`src/sv/mtaf_pkg.sv`:
```
package mtaf_pkg;

	localparam int SAMPLE_W = 12;
	localparam int AVG_W    = 12;

	typedef struct packed {
		logic                gt;
		logic [SAMPLE_W-1:0] val;
		logic [SAMPLE_W-1:0] ins;
	} cell_link_t;

	typedef struct packed {
		logic                req;
		logic [SAMPLE_W-1:0] value;
	} median_t;

	typedef enum logic {
		AVG_IDLE,
		AVG_DIV
	} avg_state_t;

endpackage

```
`src/sv/mtaf_cell.sv`:
```
module mtaf_cell (
	input  logic                          clk,
	input  logic                          arst_n,
	input  logic                          shift_en,
	input  logic                          clear,
	input  logic [mtaf_pkg::SAMPLE_W-1:0] sample,
	input  mtaf_pkg::cell_link_t          left,
	output mtaf_pkg::cell_link_t          link
);
	import mtaf_pkg::*;

	logic [SAMPLE_W-1:0] val_q;
	logic [SAMPLE_W-1:0] ins;
	logic                gt;

	// entry moves right when the sample beats it; it takes the left entry
	// if that one moved too, else the sample itself
	assign gt  = sample > val_q;
	assign ins = gt ? (left.gt ? left.val : sample) : val_q;

	assign link.gt  = gt;
	assign link.val = val_q;
	assign link.ins = ins;

	always_ff @(posedge clk or negedge arst_n) begin
		if (!arst_n) begin
			val_q <= '0;
		end else if (clear) begin
			val_q <= '0;
		end else if (shift_en) begin
			val_q <= ins;
		end
	end

endmodule

```
`src/sv/mtaf_avg.sv`:
```
module mtaf_avg #(
	parameter int MEDIANS_PER_AVERAGE = 200
) (
	input  logic                 clk,
	input  logic                 arst_n,
	input  mtaf_pkg::median_t    median,
	output logic                 busy,
	output logic                 m_tvalid,
	input  logic                 m_tready,
	output logic [23:0]          m_tdata,
	output logic                 m_tuser
);
	import mtaf_pkg::*;

	localparam int SUM_W  = $clog2(MEDIANS_PER_AVERAGE * 4095 + 1);
	localparam int CNT_W  = $clog2(MEDIANS_PER_AVERAGE + 1);
	localparam int RCP_SH = SUM_W + $clog2(MEDIANS_PER_AVERAGE);
	localparam int RCP_W  = SUM_W + 1;
	localparam int PROD_W = SUM_W + RCP_W;
	localparam logic [RCP_W-1:0] RCP = RCP_W'(((64'd1 << RCP_SH)
		+ 64'(MEDIANS_PER_AVERAGE - 1)) / 64'(MEDIANS_PER_AVERAGE));

	avg_state_t state_q, state_d;

	logic [SUM_W-1:0]    sum_q;
	logic [SUM_W-1:0]    sum_next;
	logic [CNT_W-1:0]    cnt_q;
	logic [SUM_W-1:0]    rem_q;
	logic [PROD_W-1:0]   prod;
	logic [AVG_W-1:0]    quot_next;
	logic [SAMPLE_W-1:0] med_hold_q;
	logic [AVG_W-1:0]    avg_q;
	logic                last_med;
	logic                div_done;

	logic                out_valid_q;
	logic [SAMPLE_W-1:0] out_med_q;
	logic [AVG_W-1:0]    out_avg_q;
	logic                out_fresh_q;

	assign sum_next  = sum_q + SUM_W'(median.value);
	assign last_med  = cnt_q == CNT_W'(MEDIANS_PER_AVERAGE - 1);
	assign busy      = state_q == AVG_DIV;

	// sum times a scaled reciprocal of MEDIANS_PER_AVERAGE, exact over the sum's range
	assign prod      = PROD_W'(rem_q) * PROD_W'(RCP);
	assign quot_next = prod[RCP_SH +: AVG_W];

	always_comb begin
		state_d  = state_q;
		div_done = 1'b0;
		case (state_q)
			AVG_IDLE: begin
				if (median.req && last_med) begin
					state_d = AVG_DIV;
				end
			end
			AVG_DIV: begin
				div_done = 1'b1;
				state_d  = AVG_IDLE;
			end
			default: state_d = AVG_IDLE;
		endcase
	end

	always_ff @(posedge clk or negedge arst_n) begin
		if (!arst_n) begin
			state_q <= AVG_IDLE;
		end else begin
			state_q <= state_d;
		end
	end

	always_ff @(posedge clk or negedge arst_n) begin
		if (!arst_n) begin
			sum_q <= '0;
			cnt_q <= '0;
			avg_q <= '0;
		end else if (median.req && state_q == AVG_IDLE) begin
			if (last_med) begin
				sum_q <= '0;
				cnt_q <= '0;
			end else begin
				sum_q <= sum_next;
				cnt_q <= cnt_q + 1'b1;
			end
		end else if (div_done) begin
			avg_q <= quot_next;
		end
	end

	always_ff @(posedge clk) begin
		if (state_q == AVG_IDLE) begin
			rem_q      <= sum_next;
			med_hold_q <= median.value;
		end
	end

	always_ff @(posedge clk or negedge arst_n) begin
		if (!arst_n) begin
			out_valid_q <= 1'b0;
		end else if ((median.req && !last_med && state_q == AVG_IDLE) || div_done) begin
			out_valid_q <= 1'b1;
		end else if (m_tready) begin
			out_valid_q <= 1'b0;
		end
	end

	always_ff @(posedge clk) begin
		if (div_done) begin
			out_med_q   <= med_hold_q;
			out_avg_q   <= quot_next;
			out_fresh_q <= 1'b1;
		end else if (median.req && !last_med && state_q == AVG_IDLE) begin
			out_med_q   <= median.value;
			out_avg_q   <= avg_q;
			out_fresh_q <= 1'b0;
		end
	end

	assign m_tvalid = out_valid_q;
	assign m_tdata  = {out_avg_q, out_med_q};
	assign m_tuser  = out_fresh_q;

endmodule

```
`src/sv/median_then_average_filter_core.sv`:
```
// Median-then-average filter for 12-bit converter samples.
// s_t* carries one sample per item (s_tdata[11:0]). Samples are sorted into a row
// of GROUP_SIZE compare-and-shift cells, one sample per cycle while s_tready is
// high. After every GROUP_SIZE samples the middle entry leaves on m_t* as the
// median and the row is cleared for the next group; no item is produced for
// other samples. m_tdata holds median [11:0] and the held average [23:12];
// m_tuser is high when the average was just recomputed (every MEDIANS_PER_AVERAGE
// medians). Throughput is one sample per cycle while s_tready is high. A plain
// median result is registered at the edge that takes the group's last sample.
// A result with a fresh average first passes the AVG_DIV state for the division
// by MEDIANS_PER_AVERAGE (a reciprocal multiply) and is registered as that
// state ends; s_tready is low for the whole of the AVG_DIV state.
// If m_tready is held low, samples that do not complete a group are still
// taken; the group's last sample waits until the output register is free.
// Reset clears the cells, the counts, the running sum and the average;
// samples are taken from the first edge after reset is released.
module median_then_average_filter_core #(
	parameter int GROUP_SIZE          = 16,
	parameter int MEDIANS_PER_AVERAGE = 200
) (
	input  logic        clk,
	input  logic        arst_n,
	input  logic        s_tvalid,
	output logic        s_tready,
	input  logic [15:0] s_tdata,  // sample [11:0]
	output logic        m_tvalid,
	input  logic        m_tready,
	output logic [23:0] m_tdata,  // median [11:0], average [23:12]
	output logic        m_tuser   // average_valid [0]
);
	import mtaf_pkg::*;

	localparam int GCNT_W = $clog2(GROUP_SIZE);
	localparam int MID    = GROUP_SIZE / 2;

	cell_link_t          links [GROUP_SIZE];
	logic [SAMPLE_W-1:0] sample;
	logic [GCNT_W-1:0]   gcnt_q;
	logic                accept;
	logic                last_smp;
	logic                clear;
	logic                busy;
	median_t             median;

	assign sample   = s_tdata[SAMPLE_W-1:0];
	assign last_smp = gcnt_q == GCNT_W'(GROUP_SIZE - 1);
	assign s_tready = !busy && (!last_smp || !m_tvalid || m_tready);
	assign accept   = s_tvalid && s_tready;
	assign clear    = accept && last_smp;

	always_ff @(posedge clk or negedge arst_n) begin
		if (!arst_n) begin
			gcnt_q <= '0;
		end else if (clear) begin
			gcnt_q <= '0;
		end else if (accept) begin
			gcnt_q <= gcnt_q + 1'b1;
		end
	end

	for (genvar i = 0; i < GROUP_SIZE; i++) begin : g_cell
		cell_link_t left;
		if (i == 0) begin : g_first
			assign left = '0;
		end else begin : g_rest
			assign left = links[i-1];
		end
		mtaf_cell u_cell (
			.clk      (clk),
			.arst_n   (arst_n),
			.shift_en (accept),
			.clear    (clear),
			.sample   (sample),
			.left     (left),
			.link     (links[i])
		);
	end

	assign median.req   = clear;
	assign median.value = links[MID].ins;

	mtaf_avg #(
		.MEDIANS_PER_AVERAGE (MEDIANS_PER_AVERAGE)
	) u_avg (
		.clk      (clk),
		.arst_n   (arst_n),
		.median   (median),
		.busy     (busy),
		.m_tvalid (m_tvalid),
		.m_tready (m_tready),
		.m_tdata  (m_tdata),
		.m_tuser  (m_tuser)
	);

endmodule

```
`config.mk`:
```
export PLATFORM = sky130hd
export DESIGN_NAME = median_then_average_filter_core
export DESIGN_NICKNAME = d
export VERILOG_FILES = /design/src/sv/mtaf_pkg.sv /design/src/sv/mtaf_cell.sv /design/src/sv/mtaf_avg.sv /design/src/sv/median_then_average_filter_core.sv
export SDC_FILE = /design/constraint.sdc
export NUM_CORES = 1
export LEC_CHECK = 0
export ABC_AREA = 1
export BUFFER_PORTS_ARGS = -buffer_cell sky130_fd_sc_hd__buf_4
export CAP_MARGIN = 20
export CORE_ASPECT_RATIO = 0.5
export CORE_MARGIN = 3
export CORE_UTILIZATION = 65
export CTS_CLUSTER_SIZE = 8
export DETAILED_ROUTE_END_ITERATION = 8
export HOLD_SLACK_MARGIN = 0.12
export PLACE_DENSITY = 0.85
export SLEW_MARGIN = 20
export SYNTH_ARGS = -nofsm -noshare
export SYNTH_HDL_FRONTEND = slang
export SYNTH_SLANG_ARGS = --single-unit
```
`constraint.sdc`:
```
create_clock -name clk -period 5.99 [get_ports clk]
set_input_delay 1.198 -clock clk [delete_from_list [all_inputs] [get_ports clk]]
set_output_delay 1.198 -clock clk [all_outputs]
set_load 0.01 [all_outputs]
```
After elaboration in Yosys (flattened, before gate mapping):

Index checks and enable logic that the tools add are counted.
W data, S select, Z words.

* bits in registers: 211
* output and inout port bits: 27
* bits in read-only memories: 0
* bits of input ports: 20
* logic and storage cells: 119
* RAM bits: 0
* bits in latches: 0
* memories: 0

* reductions and logical operators: 34
* equality and inequality tests: 2
* multiply operators: 1
* add/subtract/negate cells: 3
* shift-type cells: 0
* div/mod/pow operators: 0
* magnitude comparators: 9
* bitwise logic cells: 2
* muxes and demuxes: 48

Operators with widths (number)
* $mux W12: 39
* $gt A12 B12 Y1: 9
* $mul A20 B20 Y39 const B: 1
* $reduce_bool A2 Y1: 11
* $add A20 B12 Y20: 1
* $mux W20: 1
* $reduce_and A2 Y1: 9
* $add A8 B1 Y8 const B: 1
* $eq A8 B8 Y1 const B: 1
* $mux W4: 2
* $mux W8: 1
* $logic_and A1 B1 Y1: 7
* $add A4 B1 Y4 const B: 1
* $eq A4 B4 Y1 const B: 1
* $logic_not A1 Y1: 4
* $mux W1: 4
* $logic_or A1 B1 Y1: 3
* $not A1 Y1: 2
* $pmux W1 S2: 1

Logic depth before layout (Yosys ltp):

Gate-level depths: netlist of the first run.

* word-level depth: 11
* depth in mapped cells: 25
* gate-level depth less buffers: 25

Modules after synthesis:

A second synthesis of the first run with hierarchy kept.

* cell total of the unflattened synthesis: 2947
* area, all modules: 23756.5 sq um

Modules (own cells, without submodules)
* mtaf_avg: cells each 1389, area each 12507.0 sq um, times used 1
* mtaf_cell: cells each 169, area each 1219.9 sq um, times used 9
* median_then_average_filter_core: cells each 37, area each 270.3 sq um, times used 1

Worst setup path before layout of the first run:

Ideal clock, no wire load.

* path kind: register to register
* from: reg u_avg.rem_q[9]
* to: reg u_avg.out_avg_q[4], data pin
* path buffers: 0
* stages on the path, launching flop included: 22
* library setup time: 255 ps
* clock period less this slack: 5447 ps
* arrival time: 5192 ps
* data required time: 5735 ps
* setup slack: 543 ps
* path through: edfxtp_1 ha_1 inv_1 fa_1 fa_1 inv_1 fa_1 fa_1 fa_1 inv_1 fa_1 inv_1 ha_1 nand2_1 inv_1 and3_1 nand2_1 nor2_1 nor3_1 nand3_1 nand3_1 nand2_1

* word-level cells in the longest chain between the ends: 2

Ends and longest elaborated chain
* start, declared: line mtaf_avg.sv:28 `logic [SUM_W-1:0] rem_q;`
* start signal, assigned: line mtaf_avg.sv:94 `rem_q <= sum_next;`
* $mul A20 B20 Y39: line mtaf_avg.sv:46 `assign prod = PROD_W'(rem_q) * PROD_W'(RCP);`
* $mux W12: line mtaf_avg.sv:110 `if (div_done) begin`
* end signal, assigned: line mtaf_avg.sv:112 `out_avg_q <= quot_next;`
* end signal, assigned: line mtaf_avg.sv:116 `out_avg_q <= avg_q;`
* end, declared: line mtaf_avg.sv:38 `logic [AVG_W-1:0] out_avg_q;`

Every way passes these cells.
A chain may end at the register's enable or synchronous reset.

Final worst setup path of the first run:

* from: reg u_avg.rem_q[4]
* to: reg u_avg.out_avg_q[3], data pin

The elaborated chain is that of the path after synthesis.

==> reports/summary.txt, run 1 <==
Wire length of the first global-routing pass: 85.2 mm
Min-Delay Path Depth: 2
Worst path max stage delay: 0.55 ns
Setup slack after layout: 0.140 ns
Overall Global Routing Usage: 30.5%
Maximum count of clock buffers along a single path: 3
Synth Instances: 2499
Maximum fanout encountered on the critical timing path: 5
FF-to-FF Start: u_avg.rem_q[4]
Achievable frequency: 0.171 GHz
Main flop type after synthesis: sky130_fd_sc_hd__dfrtp_1
Count of buffers inserted at the top-level ports: 42
Max Slew Vio Count: 0
Flop and latch count out of synthesis: 211
Hold Crit Endpoint: u_avg.m_tuser
Initial antenna violation count: 0
Period Utilization, post-route: 97.7%
Count of synthesis-stage warnings from yosys: 0
Detailed-route wire length: 52.9 mm
Post-layout instance count excluding filler cells: 3009
Antenna Nets Post-Route: 0
Die Area: 34300 sq um
Site Rows: 45
Vias: 17.5k
Placer's final routability congestion estimate: 0.942
Number of hold buffers added after cts: 0
Instance count after placement with tap cells included: 2937
Number of antenna diodes: 0
Avg Cell Area, Syn: 8.32 sq um
Final clock skew: 0.0108 ns
Reg-to-reg endpoint: u_avg.out_avg_q[3]
Worst Path Arrival: 6.14 ns
X dimension of the die: 259 um
Main area contributors after synthesis: sky130_fd_sc_hd__ha_1, sky130_fd_sc_hd__dfrtp_1, sky130_fd_sc_hd__fa_1, sky130_fd_sc_hd__nand2_1, sky130_fd_sc_hd__inv_1
Total CTS buffers: 30
Detail-routed net length per standard cell: 17.6 um
Standard cell core area: 30900 sq um
Sequential standard cell area: 5560 sq um
Boundary pin count: 47
Share of the core filled with cells: 73.8%
Tightest Hold Check Type: flop to flop
Worst Setup Path Type: flop to flop
Maximum number of pins on one net before global-route repair: 105
Area growth syn-to-layout: 9.62%
Period minus WS final: 5.85 ns
Vertical die dimension: 132 um
Worst Setup Slack post-DPL: 0.0561 ns
Final setup violating endpoints: 0
Number of global-route vias before repair: 17.1k
Synthesized Nets: 3002
Sink count of the clock tree: 211
Worst path top cell family by delay: adder cells
Buffer cell driving the clock tree root: sky130_fd_sc_hd__clkbuf_16
Worst Hold Launch: u_avg.m_tuser
Measured slew at the worst slew-check pin: 1.00 ns
Total global routing overflow: 0
Worst-case headroom to the max-slew limit: 33.0%
Syn Std Cell Area: 20800 sq um
DRC: 0
Clock insertion delay at the later pin of the skew report: 0.55 ns
Multi-input gate area in the final layout: 13300 sq um
Level count of the clock H-tree: 1
Kind of start point of the critical path: flop
Flop2flop setup slack: 0.14 ns
Vias per std cell: 5.80
Proportion of layout cells with a drive suffix above 1: 7.19%
Total of max-cap violations: 0
Yosys cell types: 45
Clock tree from TritonCTS: built
Biggest area consumer among synthesized cells: sky130_fd_sc_hd__ha_1
Cell count of the worst reg-to-reg path: 21
Status: completed
Cell-by-cell listing of the critical path: buf_4 -> ha_1 -> inv_1 -> fa_1 -> fa_2 -> inv_1 -> ha_1 -> fa_1 -> fa_1 -> inv_1 -> fa_1 -> inv_1 -> ha_2 -> nand4_1 -> buf_4 -> nor3_2 -> o21ai_2 -> nand3_1 -> nand2_1 -> nand3_2 -> nand2_1
Detailed-placement wirelength estimate: 39.2 mm
Portion of the post-synthesis area used by sequential elements: 26.7%
Number of nets at the end of the flow: 3075
Filler Cells Inserted: 2262
Required time of the critical path: 6.28 ns
Top cell type's share of synthesized area: 20.4%
Starting density of the core: 67.3%
First-pass detailed-route iteration total: 6
Number of enable flip-flop cells after synthesis: 56
Cell type of the slowest stage on the worst timing path: sky130_fd_sc_hd__fa_1
First-iteration detailed-routing DRC count: 1226
Register clock-pin slew on the reported worst setup and hold paths: 0.06 ns
Number of hold-slack violations in the final timing report: 0
Bufs and invs on worst path: 6
Endpoint class of the critical path: flop
Async set or reset register ratio after synthesis: 73.0%
-- state kept, by name (all words and copies together), names as in the netlist, 8 cells and up --
signal	flops
u_avg.avg_q	12
u_avg.out_med_q	12
u_avg.out_avg_q	12
u_avg.rem_q	20
u_avg.med_hold_q	12
u_avg.cnt_q	8
u_avg.sum_q	20
g_cell.u_cell.val_q	108
-- worst max path at each step --
stage	from	end	slack, ns	depth (start not counted)
after floorplan	u_avg.rem_q[9]	u_avg.out_avg_q[4]	0.54	21
after global placement	u_avg.rem_q[6]	u_avg.out_avg_q[11]	0.11	20
after detailed placement	u_avg.rem_q[5]	u_avg.out_avg_q[3]	0.06	23
after CTS	u_avg.rem_q[5]	u_avg.out_avg_q[3]	0.02	23
after global routing	u_avg.rem_q[4]	u_avg.out_avg_q[8]	-0.08	21
final	u_avg.rem_q[4]	u_avg.out_avg_q[3]	0.14	21
-- metal layers --
metal / track usage (%) / up-vias / share of wire (%)
met1: 40.6 / 8295 / 41
met2: 51.4 / 746 / 48
met4: 12.0 / 0 / 4.4
met5: 0 / - / 0
met3: 3.63 / 170 / 6.9
li1: - / 8247 / -
-- layout make-up --
| cell class | instances | area share [%] |
|---|---|---|
| Multi-Input combinational cell | 1743 | 58.1 |
| Sequential cell | 211 | 24.4 |
| Inverter | 485 | 7.99 |
| Clock buffer | 44 | 3.52 |
| Timing Repair Buffer | 101 | 3.45 |
| Tap cell | 423 | 2.32 |
| Clock inverter | 2 | 0.203 |
-- logic make-up after synthesis --
| family | Yosys count | synth area share (%) |
|---|---|---|
| XOR/XNOR | 25 | 1.05 |
| adder cells (fa/ha/maj) | 483 | 34.2 |
| AND/OR/NAND/NOR | 940 | 19.5 |
| AO/OA/AOI/OAI | 294 | 8.13 |
| flip-flops | 211 | 26.7 |
| buffers and inverters | 545 | 10.3 |
| multiplexers | 1 | 0.0481 |
-- through the flow --
step / area, sq um / hold WS (ns) / TNS (ns)
4_1_cts: 22400 / 0.448 / 0
5_1_grt: 22800 / 0.496 / -0.356
2_1_floorplan: 20800 / 0.442 / 0
3_5_place_dp: 21600 / 0.436 / 0
3_3_place_gp: 21600 / 0.433 / 0
6_report: 22800 / 0.446 / 0
-- tightest hold or removal path: cells and delay by family, from the launching register on --
kind / cells / cell delay (ns)
flops: 1 / 0.31
simple gates: 2 / 0.10
-- cell usage in the layout, fill, tap and decap left out, types with 5 or more instances in the layout --
| cell | instances |
|---|---|
| sky130_fd_sc_hd__nand2_2 | 6 |
| sky130_fd_sc_hd__nor2_1 | 89 |
| sky130_fd_sc_hd__inv_2 | 7 |
| sky130_fd_sc_hd__a22o_1 | 8 |
| sky130_fd_sc_hd__fa_1 | 140 |
| sky130_fd_sc_hd__ha_1 | 333 |
| sky130_fd_sc_hd__xor2_1 | 17 |
| sky130_fd_sc_hd__nand4_1 | 26 |
| sky130_fd_sc_hd__nor2_2 | 8 |
| sky130_fd_sc_hd__nand3b_1 | 8 |
| sky130_fd_sc_hd__nand3_1 | 242 |
| sky130_fd_sc_hd__o21ai_1 | 25 |
| sky130_fd_sc_hd__inv_1 | 477 |
| sky130_fd_sc_hd__nor3_1 | 12 |
| sky130_fd_sc_hd__edfxtp_1 | 56 |
| sky130_fd_sc_hd__buf_4 | 96 |
| sky130_fd_sc_hd__nand2_1 | 513 |
| sky130_fd_sc_hd__o211ai_1 | 40 |
| sky130_fd_sc_hd__a21oi_1 | 115 |
| sky130_fd_sc_hd__o21ai_0 | 66 |
| sky130_fd_sc_hd__and2_1 | 17 |
| sky130_fd_sc_hd__xnor2_1 | 8 |
| sky130_fd_sc_hd__clkbuf_1 | 14 |
| sky130_fd_sc_hd__clkbuf_16 | 30 |
| sky130_fd_sc_hd__dfrtp_1 | 154 |
| sky130_fd_sc_hd__o21a_1 | 11 |
| sky130_fd_sc_hd__ha_4 | 5 |
-- Yosys cell counts, types with 17 or more instances --
master / instances
sky130_fd_sc_hd__nand2_1: 518
sky130_fd_sc_hd__inv_1: 482
sky130_fd_sc_hd__ha_1: 339
sky130_fd_sc_hd__nand3_1: 245
sky130_fd_sc_hd__dfrtp_1: 154
sky130_fd_sc_hd__fa_1: 144
sky130_fd_sc_hd__a21oi_1: 119
sky130_fd_sc_hd__nor2_1: 94
sky130_fd_sc_hd__o21ai_0: 70
sky130_fd_sc_hd__edfxtp_1: 56
sky130_fd_sc_hd__o211ai_1: 40
sky130_fd_sc_hd__buf_2: 28
sky130_fd_sc_hd__nand4_1: 26
sky130_fd_sc_hd__o21ai_1: 23
sky130_fd_sc_hd__clkbuf_1: 20
sky130_fd_sc_hd__and2_1: 17
sky130_fd_sc_hd__xor2_1: 17
-- repair_timing --
action,in CTS,in global routing
endpoints found under the setup margin,0,23
buffers inserted,0,26
gates resized for setup,0,46
hold endpoints to repair,0,0
Power of run 1 is not shown: default switching activity piles up to over one toggle a cycle in this logic, so the estimate is an artifact.
==> run 2, diff against run 1 <==
Settings changed: BUFFER_PORTS_ARGS -buffer_cell sky130_fd_sc_hd__buf_4 to -buffer_cell sky130_fd_sc_hd__buf_2.
==> run 2 against run 1 <==
Compared with the run above:
- design area down 0.12%
- utilization down 0.089 points
- setup slack gained 0.023 ns
- largest cell class unchanged
==> reports/summary.txt, run 2 (same netlist as run 1, synthesis figures left out) <==
First-iteration detailed-routing DRC count: 1310 (+6.9%)
Wire length of the first global-routing pass: 84.6 mm (-0.67%)
Level count of the clock H-tree: 1 (unchanged)
Boundary pin count: 47 (unchanged)
Maximum number of pins on one net before global-route repair: 110 (+4.8%)
Number of hold-slack violations in the final timing report: 0 (unchanged)
Cell count of the worst reg-to-reg path: 23 (+9.5%)
Max Slew Vio Count: 0 (unchanged)
Detailed-route wire length: 52.8 mm (-0.20%)
Worst Hold Launch: u_avg.m_tuser
Hold Crit Endpoint: u_avg.m_tuser
Number of nets at the end of the flow: 3090 (+0.49%)
Vias: 17.3k (-0.64%)
Total of max-cap violations: 0 (unchanged)
Total CTS buffers: 30 (unchanged)
Standard cell core area: 30900 sq um (unchanged)
Placer's final routability congestion estimate: 0.963 (+2.3%)
Period minus WS final: 5.83 ns (-0.0229 ns)
Measured slew at the worst slew-check pin: 0.866 ns (-0.138 ns)
X dimension of the die: 259 um (unchanged)
First-pass detailed-route iteration total: 5 (-1)
Achievable frequency: 0.172 GHz (+0.39%)
Vias per std cell: 5.74 (-1.1%)
Post-layout instance count excluding filler cells: 3023 (+0.47%)
Detailed-placement wirelength estimate: 40.1 mm (+2.2%)
Clock tree from TritonCTS: built
Flop2flop setup slack: 0.16 ns (+0.02 ns)
Min-Delay Path Depth: 2 (unchanged)
Worst Path Arrival: 6.12 ns (-0.02 ns)
Buffer cell driving the clock tree root: sky130_fd_sc_hd__clkbuf_16
Number of antenna diodes: 0 (unchanged)
Maximum count of clock buffers along a single path: 3 (unchanged)
Detail-routed net length per standard cell: 17.5 um (-0.66%)
Worst-case headroom to the max-slew limit: 42.3% (+9.2 points)
Leading cell types in the layout, fill and taps excluded: sky130_fd_sc_hd__nand2_1, sky130_fd_sc_hd__inv_1, sky130_fd_sc_hd__ha_1
Worst Setup Path Type: flop to flop
Kind of start point of the critical path: flop
Period Utilization, post-route: 97.3% (-0.38 points)
Multi-input gate area in the final layout: 13300 sq um (about the same)
Total global routing overflow: 0 (unchanged)
Maximum fanout encountered on the critical timing path: 4 (-1)
Proportion of layout cells with a drive suffix above 1: 7.42% (+0.23 points)
Final clock skew: 0.0192 ns (+0.00841 ns)
Starting density of the core: 67.3% (unchanged)
Antenna Nets Post-Route: 0 (unchanged)
Final setup violating endpoints: 0 (unchanged)
Initial antenna violation count: 0 (unchanged)
Endpoint class of the critical path: flop
Register clock-pin slew on the reported worst setup and hold paths: 0.05 ns (about the same)
Worst Hold Margin: 0.449 ns (+0.00283 ns)
Site Rows: 45 (unchanged)
Number of hold buffers added after cts: 0 (unchanged)
Status: completed
Biggest regs: g_cell.u_cell.val_q (108), u_avg.rem_q (20), u_avg.sum_q (20)
DRC: 0 (unchanged)
Instance count after placement with tap cells included: 2951 (+0.48%)
Count of buffers inserted at the top-level ports: 42 (unchanged)
Die Area: 34300 sq um (unchanged)
Sink count of the clock tree: 211 (unchanged)
Area growth syn-to-layout: 9.49%
Clock insertion delay at the later pin of the skew report: 0.56 ns (about the same)
Filler Cells Inserted: 2159 (-4.6%)
FF-to-FF Start: u_avg.rem_q[11]
Number of global-route vias before repair: 17.0k (-0.46%)
Number of flip-flops in the largest register: 108 (unchanged)
Register with the most flip-flops: g_cell.u_cell.val_q
Reg-to-reg endpoint: u_avg.out_avg_q[4]
Overall Global Routing Usage: 30.5% (about the same)
Leading cell type in the layout, fill and taps excluded: sky130_fd_sc_hd__nand2_1
Sequential standard cell area: 5560 sq um (unchanged)
Tightest Hold Check Type: flop to flop
Vertical die dimension: 132 um (unchanged)
Required time of the critical path: 6.28 ns (about the same)
[run 2: cell types whose count changed in the layout (fill, tap and decap cells not counted), sizes merged]
cell,before,now
bufinv,1,0
clkbuf,44,43
clkinvlp,0,1
buf,101,116
[run 2: how the worst max path moves through the flow]
stage / slack, ns / cells past startpoint / endpoint / start
finish: 0.16 / 23 / u_avg.out_avg_q[4] / u_avg.rem_q[11]
global route: -0.11 / 23 / u_avg.out_avg_q[4] / u_avg.rem_q[11]
CTS: 0.03 / 24 / u_avg.out_avg_q[11] / u_avg.rem_q[3]
detailed placement: 0.05 / 24 / u_avg.out_avg_q[11] / u_avg.rem_q[3]
global placement: 0.13 / 24 / u_avg.out_avg_q[11] / u_avg.rem_q[3]
floorplan: 0.54 / 21 / u_avg.out_avg_q[4] / u_avg.rem_q[9]
[run 2: area by class of cell]
cell class	instances	area share, %
Multi-Input combinational cell	1743	58.2
Sequential cell	211	24.4
Inverter	485	8.00
Clock buffer	43	3.51
Timing Repair Buffer	116	3.44
Tap cell	423	2.32
Clock inverter	2	0.104
[run 2: timing repair]
item	in CTS	in global routing
resized for setup	0	35
setup endpoints to repair	0	23
setup buffers	0	27
[run 2: routing by layer]
layer	wire length (um)	global-route usage [%]	vias to the layer above
li1	-	-	8286
met1	21000	39.2	8243
met2	25600	52.6	650
met3	3780	4.25	167
met4	2420	12.0	0
met5	0	0	-
[run 2: through the flow]
stage | utilization (%) | setup TNS (ns) | worst slack (ns) | instance area, sq um
6_report | 73.7 | 0 | 0.163 | 22800
5_1_grt | 73.7 | -0.275 | -0.108 | 22800
4_1_cts | 72.5 | 0 | 0.0275 | 22400
3_5_place_dp | 69.8 | 0 | 0.0464 | 21600
3_3_place_gp | 69.8 | 0 | 0.133 | 21600
2_1_floorplan | - | 0 | 0.543 | 20800
[run 2: worst max-delay path: stages (launching register included)]
cell	delay, ns
sky130_fd_sc_hd__edfxtp_1	0.48
sky130_fd_sc_hd__buf_4	0.20
sky130_fd_sc_hd__inv_1	0.07
sky130_fd_sc_hd__fa_1	0.56
sky130_fd_sc_hd__inv_1	0.07
sky130_fd_sc_hd__ha_1	0.28
sky130_fd_sc_hd__inv_1	0.06
sky130_fd_sc_hd__fa_1	0.51
sky130_fd_sc_hd__inv_1	0.08
sky130_fd_sc_hd__fa_1	0.51
sky130_fd_sc_hd__fa_1	0.52
sky130_fd_sc_hd__fa_1	0.49
sky130_fd_sc_hd__ha_1	0.30
sky130_fd_sc_hd__ha_1	0.32
sky130_fd_sc_hd__nand2_1	0.12
sky130_fd_sc_hd__nor2_2	0.18
sky130_fd_sc_hd__and3_1	0.20
sky130_fd_sc_hd__nand2_1	0.07
sky130_fd_sc_hd__nor2_1	0.18
sky130_fd_sc_hd__nor3_2	0.09
sky130_fd_sc_hd__nand2_1	0.07
sky130_fd_sc_hd__nand2_1	0.05
sky130_fd_sc_hd__nand3_1	0.12
sky130_fd_sc_hd__nand2_1	0.06
Power of run 2 is left out for the same reason.
